--- config.mk ---
export PLATFORM = sky130hd
export DESIGN_NAME = swm_ctrl
export DESIGN_NICKNAME = d
export VERILOG_FILES = /design/src/rtl/swm_pkg.sv /design/src/rtl/swm_ctrl.sv
export SDC_FILE = /design/constraint.sdc
export NUM_CORES = 1
export LEC_CHECK = 0
export ABC_AREA = 1
export ABC_CLOCK_PERIOD_IN_PS = 2500
export BUFFER_PORTS_ARGS = -buffer_cell sky130_fd_sc_hd__buf_2
export CORE_AREA = 2 2 39 41
export CTS_CLUSTER_DIAMETER = 80
export DETAILED_ROUTE_END_ITERATION = 8
export DIE_AREA = 0 0 41 43
export HOLD_SLACK_MARGIN = 0.1
export PLACE_DENSITY = 0.43
export SLEW_MARGIN = 20
export SYNTH_ARGS = -nofsm -noshare
export SYNTH_HDL_FRONTEND = slang
export SYNTH_SLANG_ARGS = --single-unit
--- constraint.sdc ---
create_clock -name clk_i -period 2.5 [get_ports clk_i]
set_clock_uncertainty 0.2 [all_clocks]
set_input_delay 0 -clock clk_i [delete_from_list [all_inputs] [get_ports clk_i]]
set_output_delay 0 -clock clk_i [all_outputs]
set_load 0.005 [all_outputs]
--- src/rtl/swm_pkg.sv ---
// swm_pkg: shared constants, controller states and command/status types
// for the sliding window median unit; no dependencies
`timescale 1ns / 1ps
`default_nettype none

package swm_pkg;

  // storage and sample sizes
  localparam int MAX_WINDOW  = 63;
  localparam int SAMPLE_BITS = 32;
  localparam int HALF_BITS   = 5;

  // index into the cell chain and the history ring
  localparam int IDX_W = $clog2(MAX_WINDOW);
  // sample count, able to hold MAX_WINDOW itself
  localparam int CNT_W = $clog2(MAX_WINDOW + 1);
  // longest odd window that fits the storage
  localparam int WIN_CAP = (MAX_WINDOW % 2 == 1) ? MAX_WINDOW : MAX_WINDOW - 1;

  // median select tree: groups of eight cells, then one of the groups
  localparam int LANE_W  = 3;
  localparam int LANES   = 1 << LANE_W;
  localparam int GRP_W   = IDX_W - LANE_W;
  localparam int NUM_GRP = 1 << GRP_W;

  localparam logic [HALF_BITS-1:0] HALF_RESET = HALF_BITS'(1);

  typedef enum logic [2:0] {
    S_IDLE,
    S_REMOVE,
    S_INSERT,
    S_GATHER,
    S_DONE
  } swm_state_e;

  typedef struct packed {
    logic capture;   // take the sample and read the leaving sample
    logic remove;    // drop the leaving sample from the cell chain
    logic insert;    // place the new sample, write the ring, step counters
    logic gather;    // first level of the median select
    logic load_out;  // load the output register
  } swm_cmd_t;

  typedef struct packed {
    logic full;      // window already holds all its samples
  } swm_sts_t;

endpackage : swm_pkg

`default_nettype wire

--- src/rtl/swm_ctrl.sv ---
// swm_ctrl: sequencing state machine and output valid flag
// uses swm_pkg
`timescale 1ns / 1ps
`default_nettype none

module swm_ctrl (
  input  wire logic              clk_i,
  input  wire logic              rst_ni,
  input  wire logic              in_valid_i,
  output logic                   in_ready_o,
  output logic                   out_valid_o,
  input  wire logic              out_ready_i,
  input  wire swm_pkg::swm_sts_t sts_i,
  output swm_pkg::swm_cmd_t      cmd_o
);

  swm_pkg::swm_state_e state_q, state_d;
  logic                out_valid_q, out_valid_d;
  logic                out_free;

  assign out_free = !out_valid_q || out_ready_i;

  always_comb begin
    state_d = state_q;
    unique case (state_q)
      swm_pkg::S_IDLE: begin
        if (in_valid_i) begin
          state_d = sts_i.full ? swm_pkg::S_REMOVE : swm_pkg::S_INSERT;
        end
      end
      swm_pkg::S_REMOVE: state_d = swm_pkg::S_INSERT;
      swm_pkg::S_INSERT: state_d = swm_pkg::S_GATHER;
      swm_pkg::S_GATHER: state_d = swm_pkg::S_DONE;
      swm_pkg::S_DONE: begin
        if (out_free) begin
          state_d = swm_pkg::S_IDLE;
        end
      end
      default: state_d = swm_pkg::S_IDLE;
    endcase
  end

  always_comb begin
    cmd_o      = '0;
    in_ready_o = 1'b0;
    unique case (state_q)
      swm_pkg::S_IDLE: begin
        in_ready_o    = 1'b1;
        cmd_o.capture = in_valid_i;
      end
      swm_pkg::S_REMOVE: cmd_o.remove = 1'b1;
      swm_pkg::S_INSERT: cmd_o.insert = 1'b1;
      swm_pkg::S_GATHER: cmd_o.gather = 1'b1;
      swm_pkg::S_DONE:   cmd_o.load_out = out_free;
      default: begin
        cmd_o      = '0;
        in_ready_o = 1'b0;
      end
    endcase
  end

  always_comb begin
    out_valid_d = out_valid_q;
    if (cmd_o.load_out) begin
      out_valid_d = 1'b1;
    end else if (out_ready_i) begin
      out_valid_d = 1'b0;
    end
  end

  always_ff @(posedge clk_i or negedge rst_ni) begin
    if (!rst_ni) begin
      state_q     <= swm_pkg::S_IDLE;
      out_valid_q <= 1'b0;
    end else begin
      state_q     <= state_d;
      out_valid_q <= out_valid_d;
    end
  end

  assign out_valid_o = out_valid_q;

  // output register never overwritten while a result is still waiting
  assert property (@(posedge clk_i) disable iff (!rst_ni)
    cmd_o.load_out |-> (!out_valid_q || out_ready_i))
    else $error("output register overwritten");

  // an accepted item blocks the input until its result is loaded
  assert property (@(posedge clk_i) disable iff (!rst_ni)
    (in_valid_i && in_ready_o) |=> !in_ready_o)
    else $error("input taken while an item is in flight");

  // a new result appears only through a load
  assert property (@(posedge clk_i) disable iff (!rst_ni)
    $rose(out_valid_o) |-> $past(cmd_o.load_out))
    else $error("result valid without a load");

endmodule : swm_ctrl

`default_nettype wire

# [After elaboration in Yosys (flattened, before gate mapping)]
# Cells that the tools add are included.
[totals] rom_bits=0 mem_bits_rw=0 reg_bits=4 inputBits=5 output_inout_bits=7 wordCells=25 latch_bits=0 mem_count=0
[classes] n_bitwise=0 reduce_logical=5 multipliers=0 n_div=0 addsub=0 order_cmp=0 shift=0 muxes=12 n_eq_ne=6
[op_table] cell="$pmux 3 s5" n=1
[op_table] cell="$mux 1" n=8
[op_table] cell="$eq 3x2->1 const B" n=2
[op_table] cell="$mux 3" n=2
[op_table] cell="$ne 2x2->1 const B" n=2
[op_table] cell="$eq 3x1->1 const B" n=1
[op_table] cell="$eq 3x3->1 const B" n=1
[op_table] cell="$logic_not 3->1" n=1
[op_table] cell="$mux 2" n=1
[op_table] cell="$reduce_and 2->1" n=1
[op_table] cell="$reduce_bool 2->1" n=1
[op_table] cell="$logic_not 1->1" n=1
[op_table] cell="$logic_or 1x1->1" n=1

# [Depth between registers and ports, before layout]
[logic_depth] word_depth=4 ltp_mapped=5 depth_no_buf=5

# [Worst setup path before layout]
# No wires, ideal clock.
[synth_timing] kind="register to register" startpoint="register state_q[0]" endpoint="register state_q[0]" setup_slack_ps=1406 stages_incl_launch_ff=5 required_ps=2178 arrival_time_ps=772 synth_period_minus_slack_ps=1094 cell_sequence="dfrtp_1 > nor2_2 > nand3_1 > nand2_1 > nor2_1"
[synth_between] elab_chain_len=3 elab_cells_between_ends=9
[synth_rtl] item="from (decl)" line_no="swm_ctrl.sv:17" source="swm_pkg::swm_state_e state_q, state_d;"
[synth_rtl] item="from (signal assigned)" line_no="swm_ctrl.sv:73" source="state_q <= swm_pkg::S_IDLE;"
[synth_rtl] item="from (signal assigned)" line_no="swm_ctrl.sv:76" source="state_q <= state_d;"
[synth_rtl] item="$eq 3x3->1 / $logic_not 3->1 (equally long branches)" line_no="swm_ctrl.sv:25" source="unique case (state_q)"
[synth_rtl] item="$ne 2x2->1 (no source line)"
[synth_rtl] item="$reduce_and 2->1 (no source line)"
# Parallel ways exist; a longest one is shown, timed or not.
# A chain may end at the register's enable or synchronous reset.

# [Worst setup path after layout]
[layout_timing] startpoint="register state_q[0]" endpoint="register state_q[1]"
# Same word-level chain as after synthesis.

==> summary.md <==
| Metric | Value |
|---|---|
| Outcome | `completed` |
| Unrepaired setup endpoints after global routing | `false` |
| Crit share post-route | `68.8%` |
| Critical Path Source | `state_q[0]` |
| Least-Margin Pin Slew | `0.179 ns` |
| CTS Root Cell | `clkbuf_4` |
| Commonest non-fill, non-tap cell in the layout | `buf_2` |
| Vias in the first global route | `245` |
| Largest net degree at the start of global routing | `7` |
| Synthesized area per cell | `7.08 sq um` |
| Finished Cell Area | `369 sq um` |
| Post-CTS sizing | `0` |
| Vias per inst | `3.68` |
| IO Pins | `12` |
| ANT cells | `0` |
| Post-CTS Setup Bufs | `0` |
| Setup violations, final | `0` |
| Port bufs | `11` |
| Pwr Total | `0.404 mW` |
| Yosys cell types | `11` |
| Crit path DAT | `1.62 ns` |
| Crit path buf inv count | `1` |
| Worst hold start | `out_ready_i` |
| Xor/xnor share of the synthesized area | `0%` |
| Delay-heaviest family, CP | `buffers and inverters` |
| Min-Delay Path Depth | `3` |
| Rows | `14` |
| Reg2Reg Depth | `5` |
| Global-route wire length before repair | `855 um` |
| Chip width | `41 um` |
| Crit-path cells | `nor2_2, nand3_1, nand2_1, nor2_1, dlygate4sd3_1` |
| Min-delay worst type | `in -> reg` |
| CTS Sinks | `4` |
| PwrDens | `1090 mW/mm^2` |
| Synthesized-area fraction occupied by adder cells | `0%` |
| R2R setup slack | `0.78 ns` |
| Largest family of logic cells by synthesized area | `simple AND/OR/NAND/NOR gates` |
| Fin. max-slew vios | `0` |
| Die ar. | `0.00176 sq mm` |
| CTS HTree Levels | `1` |
| Initial antenna violation count | `0` |
| Routability cong. | `0.690` |
| Total Neg Setup Slack | `0 ns` |
| R2r endpoint | `state_q[1]` |
| Required time worst endpoint | `2.40 ns` |
| Placed Area | `287 sq um` |
| Worst-path clk slew | `0.03 ns` |
| Core ar. | `0.00138 sq mm` |
| Pre-antenna DRT Iters | `3` |
| CTS tree | `yes` |
| Commonest non-fill, non-tap cells in the layout | `buf_2, nor2_1, nand2_1, dlygate4sd3_1` |
| Area Overhead vs Synth | `63.0%` |
| Achievable Freq | `581 MHz` |
| FF+latch count, synth | `4` |
| Antenna Nets Post-Route | `0` |
| CTS max path bufs | `2` |
| 1st-iter DRT viols | `4` |
| Mux contribution to synthesized area | `0%` |
| Crit path launch type | `flip-flop` |
| Initial core utilization | `16.4%` |
| Final non-filler cell total | `66` |
| Grt ovf | `0` |
| Max-cap violations | `0` |
| Core Util, Final | `26.7%` |
| Die H | `43 um` |
| Worst-skew pair later-pin latency | `0.23 ns` |
| Crit path max fanout | `5` |
| Slowest cell on crit path | `dlygate4sd3_1` |
| WHS Endpoint | `out_valid_o` |
| Post-Synthesis Cells | `32` |
| Vias | `243` |
| Critical Path Sink Type | `flip-flop` |
| CTS buffer count | `3` |
| Max_slew headroom | `88.0%` |
| Post-DR wirelength/cell | `7.11 um` |
| Fin nets | `57` |
| Post-Syn Area | `226 sq um` |
| DP HPWL | `388 um` |
| Layout cell share with drive strength beyond 1 | `32.0%` |
| Placed cell count | `57` |
| Post-Syn Nets | `37` |
| Leakage | `0.208 nW` |
| Post-synthesis sequential area ratio | `44.2%` |
| DRC viols | `0` |
| Final Hold Vio Count | `0` |
| Layout fillers | `152` |
| DRT Wirelength | `469 um` |
| CP max stage delay | `0.55 ns` |
| Post-synthesis simple-gate area fraction | `33.1%` |
| Post-synthesis compound-gate area fraction | `7.73%` |
| VDD IR max | `0.309 mV` |
| Hold_buf cts | `6` |
| Critical path class | `reg -> reg` |
| Syn. warnings | `0` |
| Overall Global Routing Usage | `7.65%` |
| Minimum clock period after layout | `1.72 ns` |
| Reg-to-Reg Start | `state_q[0]` |
## worst register-to-register path, cell delays in order, from the launching register on
cell	delay, ns
dfrtp_1	0.41
nor2_2	0.20
nand3_1	0.11
nand2_1	0.09
nor2_1	0.04
dlygate4sd3_1	0.55
## power by group
group          internal [mW]  leakage, nW  switching (mW)  total (mW)
Combinational          0.100        0.143          0.0987       0.199
Clock                 0.0533       0.0138          0.0215      0.0748
Sequential            0.0960       0.0509          0.0344       0.130
Total                  0.249        0.208           0.155       0.404
## cell usage after synthesis
| library cell | n | share of area (%) |
|---|---|---|
| inv_1 | 4 | 6.6 |
| dfrtp_1 | 4 | 44 |
| nor2_1 | 7 | 12 |
| nand3_1 | 3 | 6.6 |
| inv_2 | 1 | 1.7 |
| nor2_2 | 1 | 2.8 |
| buf_4 | 2 | 6.6 |
| nand2_1 | 6 | 9.9 |
| o211ai_1 | 1 | 3.3 |
| nor3_1 | 1 | 2.2 |
| o21ai_0 | 2 | 4.4 |
## sequential cells by signal, summed over array words and instances (netlist names)
signal / cells
out_valid_o: 1
state_q: 3
## final cells by class
cell class	instances	area (sq um)	area share, %
repair buffers	17	115	31.2
flip-flops and latches	4	100	27.1
multi-input cells	21	92.6	25.1
clock buffers	3	22.5	6.10
well taps	16	20.0	5.42
inverters	5	18.8	5.08
## cells by family after synthesis
family                 Yosys count
and+or+nand+nor                 18
buffers and inverters            7
DFF                              4
AOI/OAI and AO/OA                3
## metal layers
layer	vias to the layer above	GRT usage [%]	part of all wire [%]
li1	136	-	-
met1	102	8.12	45
met2	5	10.3	49
met3	0	4.71	5.8
met4	0	6.00	0
met5	-	0	0
## worst max path at each step
stage                  to  cells past startpoint  slack, ns
2_1_floorplan  state_q[0]                      4       1.41
3_3_place_gp   state_q[0]                      4       1.32
3_5_place_dp   state_q[0]                      4       1.33
4_1_cts        state_q[1]                      5       0.77
5_1_grt        state_q[1]                      5       0.72
6_report       state_q[1]                      5       0.78
## through the flow
step	setup WS [ns]	hold WS, ns
floorplan	1.41	-0.496
global placement	1.32	-0.388
detailed placement	1.33	-0.391
CTS	0.772	0.332
global route	0.717	0.371
finish	0.779	0.334
Power figures use the tool's default switching activity.
